### src/hw/rtl/agps_ram.sv
module agps_ram #(
  parameter int WIDTH = 8,
  parameter int DEPTH = 64
) (
  input  logic                     clk,
  input  logic                     we,
  input  logic [$clog2(DEPTH)-1:0] waddr,
  input  logic [WIDTH-1:0]         wdata,
  input  logic [$clog2(DEPTH)-1:0] raddr,
  output logic [WIDTH-1:0]         rdata
);
  logic [WIDTH-1:0] mem [DEPTH];

  always_ff @(posedge clk) begin
    if (we) begin
      mem[waddr] <= wdata;
    end
    rdata <= mem[raddr];
  end
endmodule

### config.mk
export PLATFORM = sky130hd
export DESIGN_NAME = agps_ram
export DESIGN_NICKNAME = d
export VERILOG_FILES = /design/src/hw/rtl/agps_ram.sv
export SDC_FILE = /design/constraint.sdc
export NUM_CORES = 1
export LEC_CHECK = 0
export ABC_AREA = 1
export BUFFER_PORTS_ARGS = -buffer_cell sky130_fd_sc_hd__buf_2
export CAP_MARGIN = 20
export CORE_MARGIN = 4
export CORE_UTILIZATION = 50
export CTS_BUF_LIST = sky130_fd_sc_hd__clkbuf_16
export DETAILED_ROUTE_END_ITERATION = 8
export GPL_ROUTABILITY_DRIVEN = 1
export PLACE_DENSITY = 0.66
export SYNTH_ARGS = -nofsm -noshare
export SYNTH_HDL_FRONTEND = slang
export SYNTH_SLANG_ARGS = --single-unit
### constraint.sdc
create_clock -name clk -period 2.1 [get_ports clk]
set_input_delay 0.105 -clock clk [delete_from_list [all_inputs] [get_ports clk]]
set_output_delay 0.105 -clock clk [all_outputs]
set_load 0.005 [all_outputs]
# After elaboration in Yosys (flattened, before gate mapping)
# Memory sizes are Yosys's and may differ from the RTL's. A register that Yosys moved wholly into a read port is not among the register bits.
# Cells that the tools add are included.
# classes
add_sub_neg	0
multipliers	0
n_div	0
magnitude_cmp	0
n_eq_ne	0
shift	0
muxes	2
n_bitwise	0
reduce_logical	0
# op_table
op	count
$mux W1	2
# word_totals
reg_bits	0
latch_bits	0
ramBits	512
rom_bits	0
inputBits	22
output_inout_bits	8
elab_cells	3
n_memories	1
# memory_table
name	depth	word_bits	rd	rd_clocked_by_memory_dff	write_ports	line	rtl
mem	64	8	1	1	1	12	logic [WIDTH-1:0] mem [DEPTH];

# Logic depth before layout (Yosys ltp)
# logic_depth
depth_word	2
depth_mapped	12
ltp_nobuf	9

# Worst setup path after synthesis
# OpenSTA, ideal clock, no wires.
# synth_path
path_type	in2reg
from	in we
to	mem mem[48][0] (enable)
setup_ns	0.395
arrival_time_ns	1.476
required_ns	1.705
slack_ns	0.229
stages	3
path_buffers	1
cell_sequence	clkbuf_1 > nand4_1 > nor4_1
# synth_via
elab_chain_cells	2
# synth_rtl
element	line	rtl
start, declared	6	input logic we,
$mux W1	15	if (we) begin
$mux W1 (implied by the code)	16	mem[waddr] <= wdata;
end, declared	12	
# No other way between the ends.

==> impl_metrics.yaml <==
logic_synthesis:
  synthesis.yosys.warnings: 0
  ys_top_cells_by_count: "648 x nand2_1, 512 x edfxtp_1, 439 x nand3_1"
  yosys.cell_types.count: 16
  syn-instance-count: 1805
  synth_top_cell_by_area: "edfxtp_1"
  synth_ff_type: "edfxtp_1"
  average_cell_area_after_synthesis_um2: 11.8
  synthesis.nets: 1827
  synthesis.area_mm2: 0.0213
  ys_seq_area_share_pct: 72.8
  synth-seq-cells: 520
  ys_async_sr_fraction_pct: 0
  synth.most_common_cell: "nand2_1"
  post-synth-top-area-fraction_pct: 72.0
  synth_edf_count: 512
  synth.area.top_cells: "edfxtp_1 72%, nand2_1 11%, nand3_1 10%, buf_6 1.8%, nor2_1 0.99%"
global_route:
  grt_max_degree: 91
  initial_antenna_violation_count: 1
  grt_first_pass_wirelength_um: 80100
  first_global_vias: 13100
  grt_util_all_layers_pct: 22.7
  global_route.overflow_total: 0
cts:
  cts-root-to-sink-buffers: 3
  tritoncts_num_sinks: 520
  cts_htree_levels: 2
  tritoncts: "built"
  cts_resized: 0
  cts-root-buf: "clkbuf_16"
  worst_skew_pair.late_latency_ns: 0.58
  tritoncts.num_buffers: 52
  cts_clk_pin_slew_worst_paths_ns: 0.06
placement:
  placedInstanceArea_mm2: 0.0225
  finalWeightedCongestion: 0.876
  io_buffer_count: 29
  detailed_place_hpwl_um: 30900
die:
  fp-row-count: 75
  floorplan.initialDensity_pct: 50.8
  die_y_um: 215
  dieArea_mm2: 0.0460
  ioPinCount: 30
  die_w_um: 215
  core-area_mm2: 0.0420
detailed_routing:
  post_route_wl_um: 52600
  routed_wire_length_per_instance_um: 21.2
  drt_iter0_drc: 1500
  remaining_drcs: 0
  detail-route-antenna-nets: 0
  via_count: 13900
  avgViaCountPerCell: 5.62
  drt_pre_antenna_iters: 5
sta:
  clock_skew_ns: 0.0180
  fmaxAchievable_mhz: 706
  layout_worst_path_cycle_share_pct: 67.4
  final-setup-viol-count: 0
  fin_tns_setup_ns: 0
  rsz_0062_raised_after_global_routing: "false"
  timing_hold_violations_final: 0
  finalMaxSlewViolations: 0
  min_period_ns: 1.42
  worstMarginPinSlew_ns: 1.15
  normalized_max_slew_margin_pct: 23.4
power:
  power.ir.vdd_worst_mv: 0.703
  cellPowerDensity_mw_per_mm2: 905
  static-leakage-power_uw: 0.00892
final_layout:
  final_layout_net_count: 1919
  antenna_diode_count: 0
  layout-area-overhead-vs-synth_pct: 13.2
  finish.instance_area_mm2: 0.0242
  drive_above_1_share_pct: 11.5
  n_fill_cell: 3392
flow_run:
  cap_viol_max_count: 0
worst_setup_path:
  critical_path.endpoint_type: "register"
  arrival_time_of_data_at_the_critical_path_endpoint_ns: 1.89
  setup.worst_path.class: "reg2reg"
  critical_path.max_fanout: 1
  critical-path-max-stage-delay_ns: 0.35
  cp_data_required_time_ns: 2.57
  slowest_stage: "edfxtp_1"
  worstSetupStartpointType: "register"
  worstPathCellList: "nand2_1, nand3_1, nand3_1, nand2_1, nand2_1, nand3_1, nand3_1, nand2_1"
run_status:
  outcome: "completed"
hold_path:
  hold_path.class: "in2reg"
-- path summary, 6_finish.rpt --
path,start,endpoint,slack [ns],depth (start not counted)
setup / recovery,mem[23][4],rdata[4],0.68,8
hold / removal,wdata[2],mem[25][2],0.03,1
setup reg to reg,mem[23][4],rdata[4],0.68,8
hold reg to reg,mem[34][5],rdata[5],0.82,8
-- layer usage --
layer | vias to the layer above | wire length [um] | global-route usage (%)
li1 | 6530 | - | -
met1 | 6702 | 21600 | 31.8
met2 | 596 | 24900 | 35.7
met3 | 87 | 4640 | 5.20
met4 | 2 | 1440 | 6.79
met5 | - | 11 | 0
-- stage by stage --
step / power [uW] / setup slack (ns) / instances / util, % / hold slack, ns
2_1_floorplan: 12500 / 0.229 / 1805 / - / 0.204
3_3_place_gp: 13100 / 0.258 / 2379 / 53.5 / 0.508
3_5_place_dp: 13100 / 0.241 / 2379 / 53.5 / 0.509
4_1_cts: 22000 / 0.712 / 2477 / 57.4 / 0.0231
5_1_grt: 22600 / 0.580 / 2477 / 57.4 / 0.0394
6_report: 21900 / 0.684 / 2477 / 57.4 / 0.0332
-- where the power goes --
part / internal [uW] / leakage [uW] / switching [uW]
Sequential: 11500 / 0.00467 / 39.0
Clock: 5170 / 0.000850 / 3780
Combinational: 391 / 0.00340 / 1000
-- state kept, by name, summed over array words and instances, names as in the netlist --
| name | flops |
|---|---|
| mem | 512 |
| rdata | 8 |
-- area by class of cell --
class	instances	area [um^2]	area share (%)
timing repair buffer	151	1300	5.39
sequential	520	15500	64.3
tap	539	674	2.79
multi-input combinational	1160	4950	20.5
inverter	12	52.6	0.218
clock buffer	53	1330	5.49
clock inverter	42	314	1.30
-- what timing repair did --
item / 4_1_cts / 5_1_grt
hold buffers: 3 / 0
endpoints found under the hold margin: 39 / 0
setup buffers: 0 / 0
-- kinds of logic (layout without fill, tap and decap cells) --
group                  Yosys count  count (layout)  synth area share (%)
flip-flops                     520             520                  72.8
AND/OR/NAND/NOR               1160            1160                  23.2
buffers and inverters          125             258                  4.02
-- worst max-delay path, delay by kind of cell, from the launching register on --
| kind | cells | cell delay (ns) |
|---|---|---|
| simple gates | 8 | 0.95 |
| flops | 1 | 0.35 |
-- cell usage in the layout (no fill, tap or decap), types with 5 or more instances in the layout --
cell type  Yosys  routed
nand3_1      439     439
nand4_1        9       9
buf_2         37      27
edfxtp_1     512     512
nand2_1      648     648
clkinv_2       0      10
clkinv_1       0      12
nor4_1         8       8
buf_12         0      18
buf_4         14     102
dfxtp_1        8       8
inv_1         10      21
bufinv_16      0       5
clkbuf_16      0      53
nor2_1        56      56
Note: power is estimated with default switching activity, not from simulation.
